[config.mk]
export PLATFORM = sky130hd
export DESIGN_NAME = wnps_scaler
export DESIGN_NICKNAME = d
export VERILOG_FILES = /design/src/wnps_pkg.sv /design/src/wnps_scaler.sv
export SDC_FILE = /design/constraint.sdc
export NUM_CORES = 1
export LEC_CHECK = 0
export BUFFER_PORTS_ARGS = -buffer_cell sky130_fd_sc_hd__clkbuf_2
export CAP_MARGIN = 20
export CORE_ASPECT_RATIO = 1.1
export CORE_MARGIN = 2
export CORE_UTILIZATION = 55
export DETAILED_ROUTE_END_ITERATION = 8
export HOLD_SLACK_MARGIN = 0.08
export PLACE_DENSITY = 0.72
export REMOVE_ABC_BUFFERS = 1
export SYNTH_ARGS = -nofsm -noshare
export SYNTH_HDL_FRONTEND = slang
export SYNTH_SLANG_ARGS = --single-unit
[constraint.sdc]
create_clock -name clk_i -period 15.3 [get_ports clk_i]
set_clock_uncertainty 0.15 [all_clocks]
set_input_delay 0.765 -clock clk_i [delete_from_list [all_inputs] [get_ports clk_i]]
set_output_delay 0.765 -clock clk_i [all_outputs]
set_load 0.02 [all_outputs]
[src/wnps_pkg.sv]
// Shared types and constants of the weighted nearest point search.
`timescale 1ns / 1ps
package wnps_pkg;

  localparam int unsigned TableEntriesDef = 1024;
  localparam int unsigned CoordBitsDef    = 24;

  localparam int unsigned InCoordW  = 24;
  localparam int unsigned AngleW    = 9;
  localparam int unsigned WeightW   = 16;
  localparam int unsigned DivisorW  = 23;
  localparam int unsigned IndexW    = 10;
  localparam int unsigned ProdW     = InCoordW + WeightW;
  // Wide enough for any entry count up to the largest supported table.
  localparam int unsigned ExtIndexW = 17;
  localparam int unsigned AngleFull = 360;
  localparam int unsigned ApbAddrW  = 5;
  localparam int unsigned ApbDataW  = 32;

  typedef enum logic [1:0] {
    OP_INSERT = 2'd0,
    OP_REMOVE = 2'd1,
    OP_QUERY  = 2'd2
  } op_e;

  typedef enum logic [1:0] {
    ST_OK        = 2'd0,
    ST_FULL      = 2'd1,
    ST_EMPTY     = 2'd2,
    ST_BAD_INDEX = 2'd3
  } status_e;

  typedef enum logic [2:0] {
    REG_WEIGHT_X      = 3'd0,
    REG_WEIGHT_Y      = 3'd1,
    REG_WEIGHT_ANGLE  = 3'd2,
    REG_LAYOUT_WIDTH  = 3'd3,
    REG_LAYOUT_HEIGHT = 3'd4
  } reg_e;

  // Write controls of the point table.
  typedef struct packed {
    logic entry_we;
    logic valid_we;
    logic valid_bit;
  } store_wr_t;

endpackage

[src/wnps_scaler.sv]
// Shared scaling unit: multiply by a weight, divide one bit per cycle, saturate.
`timescale 1ns / 1ps
module wnps_scaler #(
  parameter int unsigned COORD_BITS = wnps_pkg::CoordBitsDef
) (
  input  logic                                clk_i,
  input  logic                                rst_ni,
  input  logic                                start_i,
  input  logic signed [wnps_pkg::InCoordW-1:0] value_i,
  input  logic signed [wnps_pkg::WeightW-1:0]  weight_i,
  input  logic [wnps_pkg::DivisorW-1:0]        divisor_i,
  output logic                                done_o,
  output logic signed [COORD_BITS-1:0]        result_o
);

  localparam int unsigned PW    = wnps_pkg::ProdW;
  localparam int unsigned DV    = wnps_pkg::DivisorW;
  localparam int unsigned CNT_W = $clog2(PW + 1);
  localparam logic signed [PW:0] SatHi = (PW + 1)'((64'sd1 <<< (COORD_BITS - 1)) - 64'sd1);
  localparam logic signed [PW:0] SatLo = -SatHi - (PW + 1)'(1);

  typedef enum logic [1:0] {S_IDLE, S_MUL, S_DIV, S_FIN} state_e;

  state_e                     state_q;
  logic signed [wnps_pkg::InCoordW-1:0] val_q;
  logic signed [wnps_pkg::WeightW-1:0]  wt_q;
  logic [DV-1:0]              div_q;
  logic                       neg_q;
  logic [PW-1:0]              mag_q;
  logic [DV-1:0]              rem_q;
  logic [CNT_W-1:0]           cnt_q;
  logic                       done_q;
  logic signed [COORD_BITS-1:0] res_q;

  logic signed [PW-1:0] prod;
  logic [DV:0]          trial;
  logic [DV:0]          diff;
  logic                 ge;
  logic signed [PW:0]   quot_s;

  assign prod   = val_q * wt_q;
  assign trial  = {rem_q, mag_q[PW-1]};
  assign diff   = trial - {1'b0, div_q};
  assign ge     = (trial >= {1'b0, div_q});
  assign quot_s = neg_q ? -$signed({1'b0, mag_q}) : $signed({1'b0, mag_q});

  always_ff @(posedge clk_i or negedge rst_ni) begin
    if (!rst_ni) begin
      state_q <= S_IDLE;
      done_q  <= 1'b0;
    end else begin
      done_q <= 1'b0;
      case (state_q)
        S_IDLE: begin
          if (start_i) begin
            val_q   <= value_i;
            wt_q    <= weight_i;
            // A zero divisor behaves as one.
            div_q   <= (divisor_i == '0) ? DV'(1) : divisor_i;
            state_q <= S_MUL;
          end
        end
        S_MUL: begin
          neg_q   <= prod[PW-1];
          mag_q   <= prod[PW-1] ? PW'(-prod) : PW'(prod);
          rem_q   <= '0;
          cnt_q   <= CNT_W'(PW);
          state_q <= S_DIV;
        end
        S_DIV: begin
          rem_q <= ge ? diff[DV-1:0] : trial[DV-1:0];
          mag_q <= {mag_q[PW-2:0], ge};
          cnt_q <= cnt_q - CNT_W'(1);
          if (cnt_q == CNT_W'(1)) begin
            state_q <= S_FIN;
          end
        end
        S_FIN: begin
          if (quot_s > SatHi) begin
            res_q <= SatHi[COORD_BITS-1:0];
          end else if (quot_s < SatLo) begin
            res_q <= SatLo[COORD_BITS-1:0];
          end else begin
            res_q <= quot_s[COORD_BITS-1:0];
          end
          done_q  <= 1'b1;
          state_q <= S_IDLE;
        end
        default: state_q <= S_IDLE;
      endcase
    end
  end

  assign done_o   = done_q;
  assign result_o = res_q;

endmodule

==> metrics.txt, run 1 <==
total gr overflow 0; area grow syn2layout 5.75%; worst-margin pin slew 1.13 ns; cell row count 80; most frequent cell after synthesis inv_1; Fmax achieved 112 MHz; number of global-route vias before repair 19,600; DIE WIDTH 204 microns; starting density of the core 0.558; main combinational cell family by area after synthesis adder cells; final wirelength 57,900 microns; R2R depth 26; cts repair resizes 0; ys flop type edfxtp_1; RR Startpoint wt_q[8]$_DFFE_PP_; fin util 0.590; Critical Path Fanout Max 34; Final Cycle Share 0.584; Worst Min Path Start value_i[7]; max cap viols 0; Final Setup Violations 0; Post-CTS Setup Bufs 0; slew margin rel. 0.244; CTS tree built; count of cell types in the netlist 86; Post-Synth XOR/XNOR Area 0.0308; GPL Wtd Cong 0.918; number of buffers created by CTS 17; hold depth 1; Async SR Flop Fraction 0.0188; CP required 15.35 ns; PortBufs 90; First-pass DRT Iterations 5; Final min period 8.94 ns; synthesized flop and latch total 160; Crit path arrival time 8.98 ns; Post-synth top cells inv_1, fa_1, nand2_1, edfxtp_1, and2_1; Setup crit start kind flip-flop; sequential area share after synthesis 0.198; Boundary Pins 91; simple-gate area share of the yosys netlist 0.176; clk root buf clkbuf_16; compound-cell area share of the yosys netlist 0.103; WS Path Type flip-flop to flip-flop; die height 224 microns; Yosys top cell by area fa_1; Final Hold Viols 0; share of the synthesized area in the top cell type 0.311; # hold bufs at CTS 1; first-pass GRT wire length 98,200 microns; Worst Setup SP wt_q[8]$_DFFE_PP_; H-tree depth 4; core area 43,300 sq um; largest net degree at the start of global routing 70; Post-Syn Instances 2,623; vias per cell 5.69; clk buf depth 2; setup TNS 0 ns; Synth Area in Adders 0.378; Slew Viols, Final 0; Nets 3,189; Mapped Avg Cell Area 9.21 sq um; Clk Latency, worst-skew pair 0.48 ns; GRT Resource Usage Total 0.273; ant diodes 0; initial drt markers 1,089; synth top area cells fa_1, edfxtp_1, inv_1, ha_1, nand2_1; Clock Sinks 160; via count 18,200; EDFF count, synth 157; total die area 45,600 sq um; Tightest Hold Check Type input pin to flip-flop; post-detail-place hpwl 45,400 microns; outcome complete, no violations; initial antenna violation count 1; CTS clk-pin slew, worst paths 0.08 ns; Post-route DRC 0; Mapped Area 24,200 sq um; post-synthesis mux area share 0.0159; Ys Warns 0; DR WL/cell 18.1 microns; CP Capture Type flip-flop; RSZ-0062 raised after global routing false; share of post-route cells with drive strength above 1 0.0802; ANT nets after route 0
==> per-layer routing <==
layer  global-route usage  vias to the layer above  wire [microns]
li1                     -                     8447               -
met1                0.348                     9139           24100
met2                0.472                      538           29000
met3               0.0393                      120            3070
met4                0.103                        0            1700
met5                    0                        -               0
==> stage by stage <==
stage	cell area [sq um]	instances	hold WS [ns]	setup slack (ns)
final	25600	3205	0.301	6.36
after CTS	25500	3203	0.264	5.76
after global placement	24900	3169	0.392	5.50
after detailed placement	24900	3170	0.408	5.76
after global routing	25600	3205	0.284	5.78
after floorplan	23600	2488	0.319	6.79
==> worst max-delay path, cell delays in order, from the launching register on <==
cell and delay, ns:
edfxtp_1 1.07, nand2_1 0.18, fa_1 0.56, inv_1 0.05
fa_1 0.49, inv_1 0.05, fa_1 0.48, inv_1 0.06
fa_1 0.53, inv_1 0.06, fa_1 0.53, inv_1 0.06
fa_1 0.47, ha_1 0.43, nand3_1 0.22, nor3_1 0.26
o21ai_0 0.20, nand3_1 0.29, nand3_1 0.21, a211o_1 0.35
a311oi_1 0.25, or3_1 0.47, and2_1 0.45, buf_16 0.22
inv_1 0.20, a211oi_1 0.26, a211oi_1 0.08
==> state kept, by name, summed over array words and instances (netlist names) <==
signal    count
neg_q         1
div_q        23
val_q        24
mag_q        40
done_o        1
state_q       2
cnt_q         6
wt_q         16
result_o     24
rem_q        23
==> final timing paths <==
kind                                           to  slack (ns)
setup / recovery              mag_q[31]$_DFFE_PP_        6.36
hold / removal                 val_q[7]$_DFFE_PP_        0.30
setup reg to reg              mag_q[31]$_DFFE_PP_        6.36
hold reg to reg            cnt_q[5]$_SDFFCE_PN1P_        0.45
max in group asynchronous  state_q[0]$_DFFE_PN0P_       14.36
min in group asynchronous        done_o$_DFF_PN0_        0.50
==> cell usage in the layout (no fill, tap or decap), drive strengths merged, types with 7 or more instances in the layout <==
master | synthesis | routed
and3 | 16 | 16
buf | 17 | 20
a211oi | 14 | 14
nand3 | 44 | 44
nor3 | 38 | 38
o21a | 15 | 15
or3 | 20 | 20
ha | 130 | 130
mux2 | 11 | 11
nor3b | 8 | 8
clkbuf | 118 | 109
o311ai | 8 | 8
a31oi | 13 | 13
inv | 487 | 495
nand4 | 15 | 15
nor2 | 119 | 119
nand2 | 326 | 326
a21boi | 9 | 9
xnor2 | 44 | 44
o211ai | 25 | 25
or2 | 20 | 20
or4 | 18 | 18
a21o | 26 | 26
o31ai | 16 | 16
edfxtp | 157 | 157
nand2b | 24 | 24
o21ai | 85 | 85
fa | 375 | 375
mux2i | 26 | 26
o31a | 8 | 8
o21bai | 10 | 10
xor2 | 41 | 41
o41ai | 7 | 7
nor2b | 13 | 13
a21oi | 70 | 70
nor4 | 25 | 25
and2 | 157 | 157
==> kinds of logic (layout without fill, tap and decap cells) <==
kind of cell,count (synthesis),count (layout)
buf+inv,623,631
mux,37,37
fa+ha+maj,505,505
compound gates,356,356
simple gates,857,857
xor+xnor,85,85
flops,160,160
==> layout make-up <==
| type | count | area [sq um] |
|---|---|---|
| fill | 3757 | 17800 |
| sequential | 160 | 4790 |
| tap | 574 | 718 |
| multi-input combinational | 1840 | 17000 |
| clock inverter | 13 | 121 |
| timing repair buffer | 111 | 648 |
| clock buffer | 19 | 433 |
| inverter | 488 | 1830 |
Power of run 1 is left out: the tool's default activity adds up to more than one toggle a clock period on the data nets, which glitch-free logic cannot reach.
==> run 2: changes to the inputs <==
--- a/config.mk
+++ b/config.mk
@@ -12,7 +12,7 @@
 export CORE_UTILIZATION = 55
 export DETAILED_ROUTE_END_ITERATION = 8
 export HOLD_SLACK_MARGIN = 0.08
-export PLACE_DENSITY = 0.72
+export PLACE_DENSITY = 0.75
 export REMOVE_ABC_BUFFERS = 1
 export SYNTH_ARGS = -nofsm -noshare
 export SYNTH_HDL_FRONTEND = slang
==> constraint.sdc (replaced) <==
create_clock -name clk_i -period 7.3 [get_ports clk_i]
set_clock_uncertainty 0.15 [all_clocks]
set_input_delay 0.365 -clock clk_i [delete_from_list [all_inputs] [get_ports clk_i]]
set_output_delay 0.365 -clock clk_i [all_outputs]
set_load 0.02 [all_outputs]
==> run 2 against run 1 <==
Net effect:
- the flow now finishes with violations (negative setup slack)
- design area grew 22%
- clock-buffer cell count shrank 2
- register-to-register slack got worse by 6.5 ns
- sequential cell count is the same
- worst hold slack worse by 0.11 ns
- first-iteration DRC count increased by 34%
- global-route usage increased by 3.6 points
- sequential share of layout area down 3.3 points
- utilization grew 13 points
- setup slack worse by 6.5 ns
- critical path depth increased by 4
- routed wire length rose by 20%
==> metrics.txt, run 2 (same netlist as run 1, synthesis figures left out) <==
First-pass DRT Iterations 5 (unchanged); clk root buf clkbuf_16 (unchanged); CP bufs+invs 12 (was 7); Crit path largest cell delay 0.58 ns (was 1.07 ns); ant diodes 0 (unchanged); most used cell along the critical path fa_2; Final min period 7.47 ns (was 8.94 ns); number of buffers created by CTS 17 (unchanged); worst-margin pin slew 0.785 ns (was 1.13 ns); RSZ-0062 raised after global routing true (was false); largest net degree at the start of global routing 70 (unchanged); DR WL/cell 19.0 microns (was 18.1 microns); Fmax achieved 134 MHz (was 112 MHz); CP required 7.38 ns (was 15.35 ns); CTS clk-pin slew, worst paths 0.08 ns (about the same); starting density of the core 0.558 (unchanged); most common cell after layout, fill and taps aside inv_1 (unchanged); Tightest Hold Check Type input pin to flip-flop (unchanged); initial antenna violation count 1 (unchanged); Crit path arrival time 7.55 ns (was 8.98 ns); number of global-route vias before repair 22,300 (was 19,600); Final Setup Violations 22 (was 0); outcome finished, violations left (was complete, no violations); ANT nets after route 0 (unchanged); Slew Viols, Final 0 (unchanged); Final Cycle Share 1.02 (was 0.584); GRT Resource Usage Total 0.309 (was 0.273); cell row count 80 (unchanged); Boundary Pins 91 (unchanged); vias per cell 5.65 (was 5.69); total die area 45,600 sq um (unchanged); via count 20,700 (was 18,200); share of post-route cells with drive strength above 1 0.269 (was 0.0802); core area 43,300 sq um (unchanged); Final Hold Viols 0 (unchanged); max cap viols 0 (unchanged); Critical Path Fanout Max 15 (was 34); slew margin rel. 0.477 (was 0.244); initial drt markers 1,455 (was 1,089); post-detail-place hpwl 52,000 microns (was 45,400 microns); DIE WIDTH 204 microns (unchanged); violated checks negative setup slack; GPL Wtd Cong 0.930 (was 0.918); Setup crit start kind flip-flop (unchanged); setup ws final -0.170 ns (was 6.36 ns); CTS tree built (unchanged); Hold WS 0.190 ns (was 0.301 ns); first-pass GRT wire length 111,000 microns (was 98,200 microns); H-tree depth 4 (unchanged); most frequent cells in the layout inv_1, fa_1, buf_4, nand2_1, edfxtp_1 (was inv_1, fa_1, nand2_1, edfxtp_1, and2_1); total gr overflow 0 (unchanged); Clock Sinks 160 (unchanged); Clk Latency, worst-skew pair 0.50 ns (was 0.48 ns); final wirelength 69,400 microns (was 57,900 microns); clk buf depth 2 (unchanged); critical path's slowest cell fa_2 (was edfxtp_1); die height 224 microns (unchanged); Worst path top cell family by delay adder cells (unchanged); Largest register FFs 40 (unchanged); area grow syn2layout 28.7% (was 5.75%); PortBufs 90 (unchanged); Post-route DRC 0 (unchanged); WS Path Type flip-flop to flip-flop (unchanged); CP Capture Type flip-flop (unchanged); Largest Register mag_q (unchanged); Nets 3,644 (was 3,189)
## run 2: cell types whose count changed in the layout (fill, tap and decap cells not counted), moves of 25 or more
cell / delta
dlygate4sd3_1: +64
inv_2: +25
buf_4: +313
buf_6: +48
inv_1: -25
## run 2: layout make-up
class                           count  area [sq um]
Clock inverter                     15           240
Sequential cell                   160          4790
Timing Repair Buffer              566          4780
Inverter                          488          1830
Tap cell                          574           718
Fill cell                        3031         12200
Multi-Input combinational cell   1840         18300
Clock buffer                       17           425
## run 2: path summary, 6_finish.rpt
path	slack (ns)	from	depth (start not counted)	to
max in group asynchronous	6.17	rst_ni	3	done_o$_DFF_PN0_
worst min register to register	0.44	state_q[1]$_DFFE_PN0P_	1	done_o$_DFF_PN0_
min in group asynchronous	0.67	rst_ni	3	state_q[1]$_DFFE_PN0P_
worst max register to register	-0.17	wt_q[6]$_DFFE_PP_	30	mag_q[31]$_DFFE_PP_
worst max-delay path	-0.17	wt_q[6]$_DFFE_PP_	30	mag_q[31]$_DFFE_PP_
worst min-delay path	0.19	start_i	3	state_q[0]$_DFFE_PN0P_
## run 2: worst reg2reg max path, delay by kind of cell, from the launching register on
kind                       cells  cell delay, ns
adders and majority gates      7            3.35
AOI/OAI and AO/OA              6            1.30
buffers and inverters         12            1.27
and+or+nand+nor                5            0.75
DFF                            1            0.40
## run 2: timing repair
action	in CTS	in global routing
cloned	2	5
endpoints found under the setup margin	40	40
resized for setup	228	129
setup buffers	70	30
hold buffers	65	0
pin swaps	154	83
hold endpoints to repair	66	0
## run 2: layer usage
metal  share of wire  wire length [microns]  track usage  vias to the layer above
li1                -                      -            -                     9364
met1            0.38                  26000        0.357                    10300
met2            0.53                  36400        0.567                      745
met3           0.053                   3650       0.0436                      230
met4           0.047                   3260        0.136                        0
met5               0                      0            0                        -
## run 2: metrics by stage
| step | setup slack, ns | cells | TNS [ns] | instance area [sq um] | util |
|---|---|---|---|---|---|
| 2_1_floorplan | -1.21 | 2488 | -28.09 | 23600 | - |
| 3_3_place_gp | -0.282 | 3458 | -2.89 | 27300 | 0.630 |
| 3_5_place_dp | -0.518 | 3458 | -8.87 | 27300 | 0.630 |
| 4_1_cts | -0.0707 | 3625 | -0.145 | 30200 | 0.696 |
| 5_1_grt | -0.400 | 3660 | -9.42 | 31100 | 0.718 |
| 6_report | -0.170 | 3660 | -1.44 | 31100 | 0.718 |
Power of run 2 is left out for the same reason.
